<file path="config.mk">
export PLATFORM = sky130hd
export DESIGN_NAME = battery_charge_trend_detector_flat
export DESIGN_NICKNAME = d
export VERILOG_FILES = /design/src/rtl/bctd_pkg.sv /design/src/rtl/bctd_in_if.sv /design/src/rtl/bctd_out_if.sv /design/src/rtl/battery_charge_trend_detector.sv /design/src/rtl/bctd_update.sv /design/src/flat_wrapper.sv
export SDC_FILE = /design/constraint.sdc
export NUM_CORES = 1
export LEC_CHECK = 0
export BUFFER_PORTS_ARGS = -buffer_cell sky130_fd_sc_hd__buf_2
export CAP_MARGIN = 20
export CORE_MARGIN = 2
export CORE_UTILIZATION = 50
export CTS_BUF_LIST = sky130_fd_sc_hd__clkbuf_8
export CTS_CLUSTER_SIZE = 16
export DETAILED_ROUTE_END_ITERATION = 7
export PLACE_DENSITY = 0.75
export SLEW_MARGIN = 25
export SYNTH_ARGS = -nofsm -noshare
export SYNTH_HDL_FRONTEND = slang
export SYNTH_HIERARCHICAL = 1
export SYNTH_SLANG_ARGS = --single-unit
export TNS_END_PERCENT = 1
</file>
<file path="constraint.sdc">
create_clock -name i_clk -period 9.5 [get_ports i_clk]
set_input_delay 0 -clock i_clk [delete_from_list [all_inputs] [get_ports i_clk]]
set_output_delay 0 -clock i_clk [all_outputs]
set_load 0.03 [all_outputs]
</file>
<file path="src/rtl/bctd_pkg.sv">
// bctd_pkg: shared constants and types for the battery charge trend detector
// used by the channel interfaces, the update logic and the top level
package bctd_pkg;

    localparam int VOLT_WIDTH = 13;
    localparam int RUN_WIDTH  = 8;

    localparam int THR_WIDTH   = 10;
    localparam int COUNT_WIDTH = 8;
    localparam int VBUS_WIDTH  = 14;
    localparam int VP_WIDTH    = 13;
    localparam int LEVEL_WIDTH = 8;
    localparam int CFG_WIDTH   = 13;
    localparam int CFG_IDX_WIDTH = 2;

    localparam int unsigned DEAD_BAND_MV = 2;

    localparam logic [CFG_IDX_WIDTH-1:0] REG_TREND_THRESHOLD = 2'd0;
    localparam logic [CFG_IDX_WIDTH-1:0] REG_CONFIRM_SAMPLES = 2'd1;
    localparam logic [CFG_IDX_WIDTH-1:0] REG_CLEAR_SAMPLES   = 2'd2;
    localparam logic [CFG_IDX_WIDTH-1:0] REG_VBUS_PRESENT    = 2'd3;

    localparam logic [THR_WIDTH-1:0]   RST_TREND_THRESHOLD = 10'd20;
    localparam logic [COUNT_WIDTH-1:0] RST_CONFIRM_SAMPLES = 8'd3;
    localparam logic [COUNT_WIDTH-1:0] RST_CLEAR_SAMPLES   = 8'd3;
    localparam logic [VP_WIDTH-1:0]    RST_VBUS_PRESENT    = 13'd4000;

    localparam logic [1:0] CHG_CHARGING = 2'd1;

    typedef struct packed {
        logic [THR_WIDTH-1:0]   trend_threshold_mv;
        logic [COUNT_WIDTH-1:0] confirm_samples;
        logic [COUNT_WIDTH-1:0] clear_samples;
        logic [VP_WIDTH-1:0]    vbus_present_mv;
    } t_cfg;

endpackage

</file>
<file path="src/rtl/bctd_in_if.sv">
// bctd_in_if: sample channel, valid/ready with one power sample as payload
// depends on bctd_pkg for widths
interface bctd_in_if #(
    parameter int VOLT_WIDTH = bctd_pkg::VOLT_WIDTH
);
    logic                                     valid;
    logic                                     ready;
    logic [VOLT_WIDTH-1:0]                    battery_mv;
    logic signed [bctd_pkg::LEVEL_WIDTH-1:0]  battery_level;
    logic signed [bctd_pkg::VBUS_WIDTH-1:0]   vbus_mv;
    logic [1:0]                               reported_charging;

    modport source (
        output valid, battery_mv, battery_level, vbus_mv, reported_charging,
        input  ready
    );
    modport sink (
        input  valid, battery_mv, battery_level, vbus_mv, reported_charging,
        output ready
    );
endinterface

</file>
<file path="src/rtl/bctd_out_if.sv">
// bctd_out_if: result channel, valid/ready with the filtered status and trend deltas
// depends on bctd_pkg for widths
interface bctd_out_if #(
    parameter int VOLT_WIDTH = bctd_pkg::VOLT_WIDTH
);
    logic                                     valid;
    logic                                     ready;
    logic                                     filtered_charging;
    logic                                     level_displayable;
    logic                                     trend_valid;
    logic [VOLT_WIDTH-1:0]                    trend_rise_mv;
    logic                                     level_delta_valid;
    logic signed [bctd_pkg::LEVEL_WIDTH-1:0]  level_change;

    modport source (
        output valid, filtered_charging, level_displayable, trend_valid,
               trend_rise_mv, level_delta_valid, level_change,
        input  ready
    );
    modport sink (
        input  valid, filtered_charging, level_displayable, trend_valid,
               trend_rise_mv, level_delta_valid, level_change,
        output ready
    );
endinterface

</file>
<file path="src/rtl/battery_charge_trend_detector.sv">
// battery_charge_trend_detector: infers charging from the battery voltage trend
// depends on bctd_pkg, bctd_in_if, bctd_out_if and bctd_update
//
// usage
//   i_in carries one power sample per transfer: battery mV (0 = no reading,
//   the window is left alone), level percent, VBUS mV and the gauge flag.
//   o_out carries one result per sample: filtered charging, level
//   displayable, trend valid, rise over the window minimum and level change.
//   configuration is written through i_cfg_we / i_cfg_idx / i_cfg_data; the
//   user must write it only while no sample is in flight, the block does not enforce this.
// latency and throughput
//   a result appears in the cycle after its sample transfer; one sample per
//   cycle is taken unless o_out stalls, set by the single result register.
// reset
//   synchronous, active low; clears the window and runs and loads the
//   default configuration.
// stall
//   while a result waits on o_out.ready, i_in.ready stays low unless the
//   waiting result is taken in the same cycle.
module battery_charge_trend_detector #(
    parameter int VOLT_WIDTH = bctd_pkg::VOLT_WIDTH,
    parameter int RUN_WIDTH  = bctd_pkg::RUN_WIDTH
) (
    input  logic                                i_clk,
    input  logic                                i_rst_n,
    bctd_in_if.sink                             i_in,
    bctd_out_if.source                          o_out,
    input  logic                                i_cfg_we,
    input  logic [bctd_pkg::CFG_IDX_WIDTH-1:0]  i_cfg_idx,
    input  logic [bctd_pkg::CFG_WIDTH-1:0]      i_cfg_data
);
    localparam int LW = bctd_pkg::LEVEL_WIDTH;

    bctd_pkg::t_cfg r_cfg;

    logic                  r_started;
    logic [VOLT_WIDTH-1:0] r_last_v;
    logic [VOLT_WIDTH-1:0] r_low_v;
    logic [VOLT_WIDTH-1:0] r_high_v;
    logic signed [LW-1:0]  r_first_lvl;
    logic signed [LW-1:0]  r_last_lvl;
    logic [RUN_WIDTH-1:0]  r_fall_run;
    logic [RUN_WIDTH-1:0]  r_above_run;
    logic                  r_inferred;

    logic                  n_started;
    logic [VOLT_WIDTH-1:0] n_last_v;
    logic [VOLT_WIDTH-1:0] n_low_v;
    logic [VOLT_WIDTH-1:0] n_high_v;
    logic signed [LW-1:0]  n_first_lvl;
    logic signed [LW-1:0]  n_last_lvl;
    logic [RUN_WIDTH-1:0]  n_fall_run;
    logic [RUN_WIDTH-1:0]  n_above_run;
    logic                  n_inferred;

    logic                  n_filtered;
    logic                  n_displayable;
    logic                  n_tvalid;
    logic [VOLT_WIDTH-1:0] n_rise;
    logic                  n_dvalid;
    logic signed [LW-1:0]  n_change;

    logic                  r_out_valid;
    logic                  r_filtered;
    logic                  r_displayable;
    logic                  r_tvalid;
    logic [VOLT_WIDTH-1:0] r_rise;
    logic                  r_dvalid;
    logic signed [LW-1:0]  r_change;

    logic in_xfer;

    assign i_in.ready = !r_out_valid || o_out.ready;
    assign in_xfer    = i_in.valid && i_in.ready;

    bctd_update #(
        .VOLT_WIDTH (VOLT_WIDTH),
        .RUN_WIDTH  (RUN_WIDTH)
    ) u_update (
        .i_cfg         (r_cfg),
        .i_v           (i_in.battery_mv),
        .i_level       (i_in.battery_level),
        .i_vbus        (i_in.vbus_mv),
        .i_rc          (i_in.reported_charging),
        .i_started     (r_started),
        .i_last_v      (r_last_v),
        .i_low_v       (r_low_v),
        .i_high_v      (r_high_v),
        .i_first_lvl   (r_first_lvl),
        .i_last_lvl    (r_last_lvl),
        .i_fall_run    (r_fall_run),
        .i_above_run   (r_above_run),
        .i_inferred    (r_inferred),
        .o_started     (n_started),
        .o_last_v      (n_last_v),
        .o_low_v       (n_low_v),
        .o_high_v      (n_high_v),
        .o_first_lvl   (n_first_lvl),
        .o_last_lvl    (n_last_lvl),
        .o_fall_run    (n_fall_run),
        .o_above_run   (n_above_run),
        .o_inferred    (n_inferred),
        .o_filtered    (n_filtered),
        .o_displayable (n_displayable),
        .o_tvalid      (n_tvalid),
        .o_rise        (n_rise),
        .o_dvalid      (n_dvalid),
        .o_change      (n_change)
    );

    always_ff @(posedge i_clk) begin
        if (!i_rst_n) begin
            r_cfg.trend_threshold_mv <= bctd_pkg::RST_TREND_THRESHOLD;
            r_cfg.confirm_samples    <= bctd_pkg::RST_CONFIRM_SAMPLES;
            r_cfg.clear_samples      <= bctd_pkg::RST_CLEAR_SAMPLES;
            r_cfg.vbus_present_mv    <= bctd_pkg::RST_VBUS_PRESENT;
        end else if (i_cfg_we) begin
            case (i_cfg_idx)
                bctd_pkg::REG_TREND_THRESHOLD: begin
                    r_cfg.trend_threshold_mv <= i_cfg_data[bctd_pkg::THR_WIDTH-1:0];
                end
                bctd_pkg::REG_CONFIRM_SAMPLES: begin
                    r_cfg.confirm_samples <= i_cfg_data[bctd_pkg::COUNT_WIDTH-1:0];
                end
                bctd_pkg::REG_CLEAR_SAMPLES: begin
                    r_cfg.clear_samples <= i_cfg_data[bctd_pkg::COUNT_WIDTH-1:0];
                end
                bctd_pkg::REG_VBUS_PRESENT: begin
                    r_cfg.vbus_present_mv <= i_cfg_data[bctd_pkg::VP_WIDTH-1:0];
                end
                default: begin
                end
            endcase
        end
    end

    always_ff @(posedge i_clk) begin
        if (!i_rst_n) begin
            r_started   <= 1'b0;
            r_last_v    <= '0;
            r_low_v     <= '0;
            r_high_v    <= '0;
            r_first_lvl <= '0;
            r_last_lvl  <= '0;
            r_fall_run  <= '0;
            r_above_run <= '0;
            r_inferred  <= 1'b0;
        end else if (in_xfer) begin
            r_started   <= n_started;
            r_last_v    <= n_last_v;
            r_low_v     <= n_low_v;
            r_high_v    <= n_high_v;
            r_first_lvl <= n_first_lvl;
            r_last_lvl  <= n_last_lvl;
            r_fall_run  <= n_fall_run;
            r_above_run <= n_above_run;
            r_inferred  <= n_inferred;
        end
    end

    always_ff @(posedge i_clk) begin
        if (!i_rst_n) begin
            r_out_valid <= 1'b0;
        end else if (in_xfer) begin
            r_out_valid <= 1'b1;
        end else if (o_out.ready) begin
            r_out_valid <= 1'b0;
        end
    end

    always_ff @(posedge i_clk) begin
        if (in_xfer) begin
            r_filtered    <= n_filtered;
            r_displayable <= n_displayable;
            r_tvalid      <= n_tvalid;
            r_rise        <= n_rise;
            r_dvalid      <= n_dvalid;
            r_change      <= n_change;
        end
    end

    assign o_out.valid             = r_out_valid;
    assign o_out.filtered_charging = r_filtered;
    assign o_out.level_displayable = r_displayable;
    assign o_out.trend_valid       = r_tvalid;
    assign o_out.trend_rise_mv     = r_rise;
    assign o_out.level_delta_valid = r_dvalid;
    assign o_out.level_change      = r_change;

endmodule

</file>
<file path="src/rtl/bctd_update.sv">
// bctd_update: next trend window state and result fields for one sample
// combinational, depends on bctd_pkg
module bctd_update #(
    parameter int VOLT_WIDTH = bctd_pkg::VOLT_WIDTH,
    parameter int RUN_WIDTH  = bctd_pkg::RUN_WIDTH
) (
    input  bctd_pkg::t_cfg                          i_cfg,
    input  logic [VOLT_WIDTH-1:0]                   i_v,
    input  logic signed [bctd_pkg::LEVEL_WIDTH-1:0] i_level,
    input  logic signed [bctd_pkg::VBUS_WIDTH-1:0]  i_vbus,
    input  logic [1:0]                              i_rc,
    input  logic                                    i_started,
    input  logic [VOLT_WIDTH-1:0]                   i_last_v,
    input  logic [VOLT_WIDTH-1:0]                   i_low_v,
    input  logic [VOLT_WIDTH-1:0]                   i_high_v,
    input  logic signed [bctd_pkg::LEVEL_WIDTH-1:0] i_first_lvl,
    input  logic signed [bctd_pkg::LEVEL_WIDTH-1:0] i_last_lvl,
    input  logic [RUN_WIDTH-1:0]                    i_fall_run,
    input  logic [RUN_WIDTH-1:0]                    i_above_run,
    input  logic                                    i_inferred,
    output logic                                    o_started,
    output logic [VOLT_WIDTH-1:0]                   o_last_v,
    output logic [VOLT_WIDTH-1:0]                   o_low_v,
    output logic [VOLT_WIDTH-1:0]                   o_high_v,
    output logic signed [bctd_pkg::LEVEL_WIDTH-1:0] o_first_lvl,
    output logic signed [bctd_pkg::LEVEL_WIDTH-1:0] o_last_lvl,
    output logic [RUN_WIDTH-1:0]                    o_fall_run,
    output logic [RUN_WIDTH-1:0]                    o_above_run,
    output logic                                    o_inferred,
    output logic                                    o_filtered,
    output logic                                    o_displayable,
    output logic                                    o_tvalid,
    output logic [VOLT_WIDTH-1:0]                   o_rise,
    output logic                                    o_dvalid,
    output logic signed [bctd_pkg::LEVEL_WIDTH-1:0] o_change
);
    localparam int CW = (RUN_WIDTH > bctd_pkg::COUNT_WIDTH) ? RUN_WIDTH
                                                            : bctd_pkg::COUNT_WIDTH;
    localparam logic [VOLT_WIDTH:0] DB = (VOLT_WIDTH+1)'(bctd_pkg::DEAD_BAND_MV);

    logic [VOLT_WIDTH:0]   v_ext;
    logic [VOLT_WIDTH:0]   last_ext;
    logic [VOLT_WIDTH-1:0] thr;
    logic [VOLT_WIDTH-1:0] low_t;
    logic [VOLT_WIDTH-1:0] high_t;
    logic [RUN_WIDTH-1:0]  fall_t;
    logic [RUN_WIDTH-1:0]  above_t;
    logic                  inferred_t;
    logic                  drop;
    logic                  above;
    logic                  nonzero;
    logic                  vbus_ok;

    always_comb begin
        v_ext    = {1'b0, i_v};
        last_ext = {1'b0, i_last_v};
        thr      = VOLT_WIDTH'(i_cfg.trend_threshold_mv);
        nonzero  = (i_v != '0);

        // falling run with dead band
        if (v_ext > last_ext + DB) begin
            fall_t = '0;
        end else if (v_ext + DB < last_ext) begin
            fall_t = (i_fall_run == '1) ? i_fall_run : i_fall_run + 1'b1;
        end else begin
            fall_t = i_fall_run;
        end

        low_t  = (i_v < i_low_v) ? i_v : i_low_v;
        high_t = (i_v > i_high_v) ? i_v : i_high_v;

        drop  = (CW'(fall_t) >= CW'(i_cfg.clear_samples)) && ((high_t - i_v) > thr);
        above = (i_v - low_t) > thr;

        above_t    = above ? ((i_above_run == '1) ? i_above_run : i_above_run + 1'b1)
                           : '0;
        inferred_t = above ? i_inferred : 1'b0;
        if (CW'(above_t) >= CW'(i_cfg.confirm_samples)) begin
            inferred_t = 1'b1;
        end

        o_started   = i_started;
        o_last_v    = i_last_v;
        o_low_v     = i_low_v;
        o_high_v    = i_high_v;
        o_first_lvl = i_first_lvl;
        o_last_lvl  = i_last_lvl;
        o_fall_run  = i_fall_run;
        o_above_run = i_above_run;
        o_inferred  = i_inferred;

        if (nonzero) begin
            o_last_v   = i_v;
            o_last_lvl = i_level;
            if (!i_started) begin
                // first sample seeds the window
                o_started   = 1'b1;
                o_low_v     = i_v;
                o_high_v    = i_v;
                o_first_lvl = i_level;
            end else if (drop) begin
                // confirmed drop from peak re-bases the window
                o_low_v     = i_v;
                o_high_v    = i_v;
                o_first_lvl = i_level;
                o_fall_run  = '0;
                o_above_run = '0;
                o_inferred  = 1'b0;
            end else begin
                o_low_v     = low_t;
                o_high_v    = high_t;
                o_fall_run  = fall_t;
                o_above_run = above_t;
                o_inferred  = inferred_t;
            end
        end

        vbus_ok = i_vbus >= $signed({1'b0, i_cfg.vbus_present_mv});
        o_filtered    = vbus_ok && o_started && o_inferred;
        o_displayable = !i_level[bctd_pkg::LEVEL_WIDTH-1]
                        && !((i_rc == bctd_pkg::CHG_CHARGING) && !o_filtered);
        o_tvalid      = o_started && nonzero;
        o_rise        = o_tvalid ? (o_last_v - o_low_v) : '0;
        o_dvalid      = o_tvalid && !i_level[bctd_pkg::LEVEL_WIDTH-1]
                        && !o_first_lvl[bctd_pkg::LEVEL_WIDTH-1];
        o_change      = o_dvalid ? (o_last_lvl - o_first_lvl) : '0;
    end

endmodule

</file>
<file path="src/flat_wrapper.sv">
// flat-port wrapper written by rule: the top's interface ports become plain ports
module battery_charge_trend_detector_flat 
#(
    parameter int VOLT_WIDTH = bctd_pkg::VOLT_WIDTH,
    parameter int RUN_WIDTH  = bctd_pkg::RUN_WIDTH
)
  (i_clk, i_rst_n, i_cfg_we, i_cfg_idx, i_cfg_data, i_in_valid, i_in_battery_mv, i_in_battery_level, i_in_vbus_mv, i_in_reported_charging, i_in_ready, o_out_valid, o_out_filtered_charging, o_out_level_displayable, o_out_trend_valid, o_out_trend_rise_mv, o_out_level_delta_valid, o_out_level_change, o_out_ready);
  bctd_in_if #(.VOLT_WIDTH(VOLT_WIDTH)) i_in_i ();
  bctd_out_if #(.VOLT_WIDTH(VOLT_WIDTH)) o_out_i ();
  input  logic i_clk;
  input  logic i_rst_n;
  input  logic i_cfg_we;
  input  logic [bctd_pkg::CFG_IDX_WIDTH-1:0] i_cfg_idx;
  input  logic [bctd_pkg::CFG_WIDTH-1:0] i_cfg_data;
  input wire logic [$bits(i_in_i.valid)-1:0] i_in_valid;
  input wire logic [$bits(i_in_i.battery_mv)-1:0] i_in_battery_mv;
  input wire logic [$bits(i_in_i.battery_level)-1:0] i_in_battery_level;
  input wire logic [$bits(i_in_i.vbus_mv)-1:0] i_in_vbus_mv;
  input wire logic [$bits(i_in_i.reported_charging)-1:0] i_in_reported_charging;
  output wire logic [$bits(i_in_i.ready)-1:0] i_in_ready;
  output wire logic [$bits(o_out_i.valid)-1:0] o_out_valid;
  output wire logic [$bits(o_out_i.filtered_charging)-1:0] o_out_filtered_charging;
  output wire logic [$bits(o_out_i.level_displayable)-1:0] o_out_level_displayable;
  output wire logic [$bits(o_out_i.trend_valid)-1:0] o_out_trend_valid;
  output wire logic [$bits(o_out_i.trend_rise_mv)-1:0] o_out_trend_rise_mv;
  output wire logic [$bits(o_out_i.level_delta_valid)-1:0] o_out_level_delta_valid;
  output wire logic [$bits(o_out_i.level_change)-1:0] o_out_level_change;
  input wire logic [$bits(o_out_i.ready)-1:0] o_out_ready;
  assign i_in_i.valid = i_in_valid;
  assign i_in_i.battery_mv = i_in_battery_mv;
  assign i_in_i.battery_level = i_in_battery_level;
  assign i_in_i.vbus_mv = i_in_vbus_mv;
  assign i_in_i.reported_charging = i_in_reported_charging;
  assign i_in_ready = i_in_i.ready;
  assign o_out_valid = o_out_i.valid;
  assign o_out_filtered_charging = o_out_i.filtered_charging;
  assign o_out_level_displayable = o_out_i.level_displayable;
  assign o_out_trend_valid = o_out_i.trend_valid;
  assign o_out_trend_rise_mv = o_out_i.trend_rise_mv;
  assign o_out_level_delta_valid = o_out_i.level_delta_valid;
  assign o_out_level_change = o_out_i.level_change;
  assign o_out_i.ready = o_out_ready;
  battery_charge_trend_detector #(.VOLT_WIDTH(VOLT_WIDTH), .RUN_WIDTH(RUN_WIDTH)) u_core (.i_clk(i_clk), .i_rst_n(i_rst_n), .i_in(i_in_i), .o_out(o_out_i), .i_cfg_we(i_cfg_we), .i_cfg_idx(i_cfg_idx), .i_cfg_data(i_cfg_data));
endmodule
</file>
==> flow_metrics.py <==
metrics = {
    "timing": {
        "clock-skew-final_ns": 0.0160,
        "max-slew-margin-rel_pct": 35.3,
        "max_freq_mhz": 114,
        "setup_ws_ns": 0.703,
        "period_share_pct": 92.6,
        "setup_viol": 0,
        "fin_setup_tns_ns": 0,
        "finalCriticalPeriod_ns": 8.80,
        "tightest_slew_ns": 0.955,
        "rsz0062_at_grt": "no",
        "finalHoldViolations": 0,
        "maxSlewViolCount": 0,
    },
    "cells_and_area": {
        "num_antenna_cells": 0,
        "drive_above_1_share_pct": 10.3,
        "layout_commonest_cell": "nand2_1",
        "fin_cells": 1880,
        "nets": 1752,
        "syn_to_final_growth_pct": 9.92,
        "design_area_sq_um": 13000,
        "layout_common_cells": "nand2_1 (249), ha_1 (143), inv_1 (116)",
    },
    "setup_path": {
        "cp_common_cell": "a21oi_1",
        "crit_buf_inv": 5,
        "cp-start-kind": "register",
        "crit_arrival_ns": 9.12,
        "crit_required_ns": 9.83,
        "cpLargestDelayFamily": "compound AO/OA/AOI/OAI gates",
        "path_class": "reg -> reg",
        "path_max_fanout": 22,
        "slowest_delay_ns": 0.44,
        "startpoint": "u_core/r_high_v[11]$_SDFFE_PN0P_",
        "endpoint_kind": "register",
        "r2r_start": "u_core/r_high_v[11]$_SDFFE_PN0P_",
        "slowest_stage": "or3_1",
    },
    "clocking": {
        "cts.sinks": 137,
        "clk_latency_ns": 0.48,
        "hold_buffers": 22,
        "post_cts_resized": 0,
        "cts_tree": "built",
        "clockBufferDepth": 2,
        "post_cts.repair.setup_buffers": 0,
        "htree_levels": 4,
        "root_buffer": "clkbuf_8",
        "cts_buffers": 17,
        "clk_pin_slew_worst_paths_ns": 0.09,
    },
    "placed_design": {
        "portBuffers": 83,
        "placed_cells": 1826,
        "post-place-ws_ns": 0.881,
        "place_area_sq_um": 12400,
        "hpwlAfterDp_um": 22400,
        "place.gp.congestion": 0.932,
    },
    "yosys": {
        "synth_area_sq_um": 11800,
        "syn_nets": 1688,
        "ys_warn_count": 6,
        "avgSynthCellArea_sq_um": 7.96,
        "syn_inst": 1484,
    },
    "power_and_ir_drop": {
        "power.leakage_nw": 5.73,
        "swShare_pct": 39.6,
        "ir_worst_vdd_uv": 97.9,
        "p_int_w": 0.00111,
        "power_density_nw_per_um2": 142,
        "pwr-share-comb_pct": 37.8,
        "switchingPower_w": 0.000728,
        "finalPower_w": 0.00184,
        "p_seq_share_pct": 35.9,
        "clockPowerShare_pct": 26.4,
    },
    "flow_run": {
        "max_cap_viol_count": 0,
    },
    "global_route": {
        "grt_max_degree": 109,
        "gr-total-overflow": 0,
        "antenna_found_initial": 0,
        "grt_pass1_vias": 10300,
        "track_usage_pct": 25.3,
        "grt_pass1_wl_um": 50200,
    },
    "floorplanning": {
        "die_w_um": 158,
        "die_area_sq_um": 24900,
        "dieHeight_um": 158,
        "core_sq_um": 23300,
        "core.rowCount": 56,
        "start_util_pct": 50.6,
        "io_pins": 84,
    },
    "worst_hold_path": {
        "hp-class": "in -> reg",
        "min-delay-start": "i_in_battery_level[7]",
    },
    "route": {
        "wl_per_cell_um": 16.6,
        "firstDrtPassIters": 8,
        "via_count": 10900,
        "drc_errors": 0,
        "ant_nets": 0,
        "drtIter0Drc": 945,
        "routed_wl_um": 31200,
        "avgViaCountPerCell": 5.81,
    },
    "run_status": {
        "status": "finished, final reports clean",
    },
}
flip-flops by register name, indices dropped and copies added (netlist names), 7 cells and up:
register,count
u_core/r_cfg,39
u_core/o_out.trend_rise_mv,13
u_core/r_high_v,13
u_core/r_last_v,13
u_core/r_low_v,13
u_core/o_out.level_change,8
u_core/r_above_run,8
u_core/r_fall_run,8
u_core/r_first_lvl,8
u_core/r_last_lvl,7
through the flow:
step	utilization (%)	hold WS, ns
2_1_floorplan	-	0.123
3_3_place_gp	53.0	0.214
3_5_place_dp	53.0	0.222
4_1_cts	55.6	0.0434
5_1_grt	55.6	0.0856
6_report	55.6	0.0444
routing by layer:
metal | GRT usage (%) | vias to the layer above | wire (um)
met5 | 0 | - | 0
met4 | 8.35 | 0 | 748
met3 | 4.05 | 57 | 1820
met2 | 43.9 | 328 | 14800
met1 | 31.9 | 5165 | 13800
li1 | - | 5382 | -
layout make-up:
type,count,area [sq um]
multi-input cells,1156,8020
repair buffers,119,747
inverters,117,439
flip-flops and latches,137,2990
well taps,319,399
clock buffers,17,234
fillers,2162,10400
clock inverters,15,150
final timing paths:
| path | slack (ns) | cells after the start | endpoint |
|---|---|---|---|
| min reg2reg | 0.46 | 2 | u_core/r_cfg[12]$_SDFFE_PN0P_ |
| max reg2reg | 0.70 | 39 | u_core/o_out.trend_rise_mv[12]$_DFFE_PP_ |
| max | 0.70 | 39 | u_core/o_out.trend_rise_mv[12]$_DFFE_PP_ |
| min | 0.04 | 4 | u_core/r_first_lvl[7]$_SDFFE_PN0P_ |
worst min-delay path, cell delays in order:
cell     delay (ns)
buf_2          0.16
mux2_2         0.17
nand2_1        0.04
mux2i_1        0.11
power groups by stage:
stage	Combinational (W)	Clock [W]	Sequential, W
CTS	0.000686	0.000493	0.000660
finish	0.000695	0.000485	0.000660
floorplan	0.000486	0	0.000697
global route	0.000774	0.000517	0.000665
detailed placement	0.000674	0	0.000673
global placement	0.000658	0	0.000672
Power figures use the tool's default switching activity.
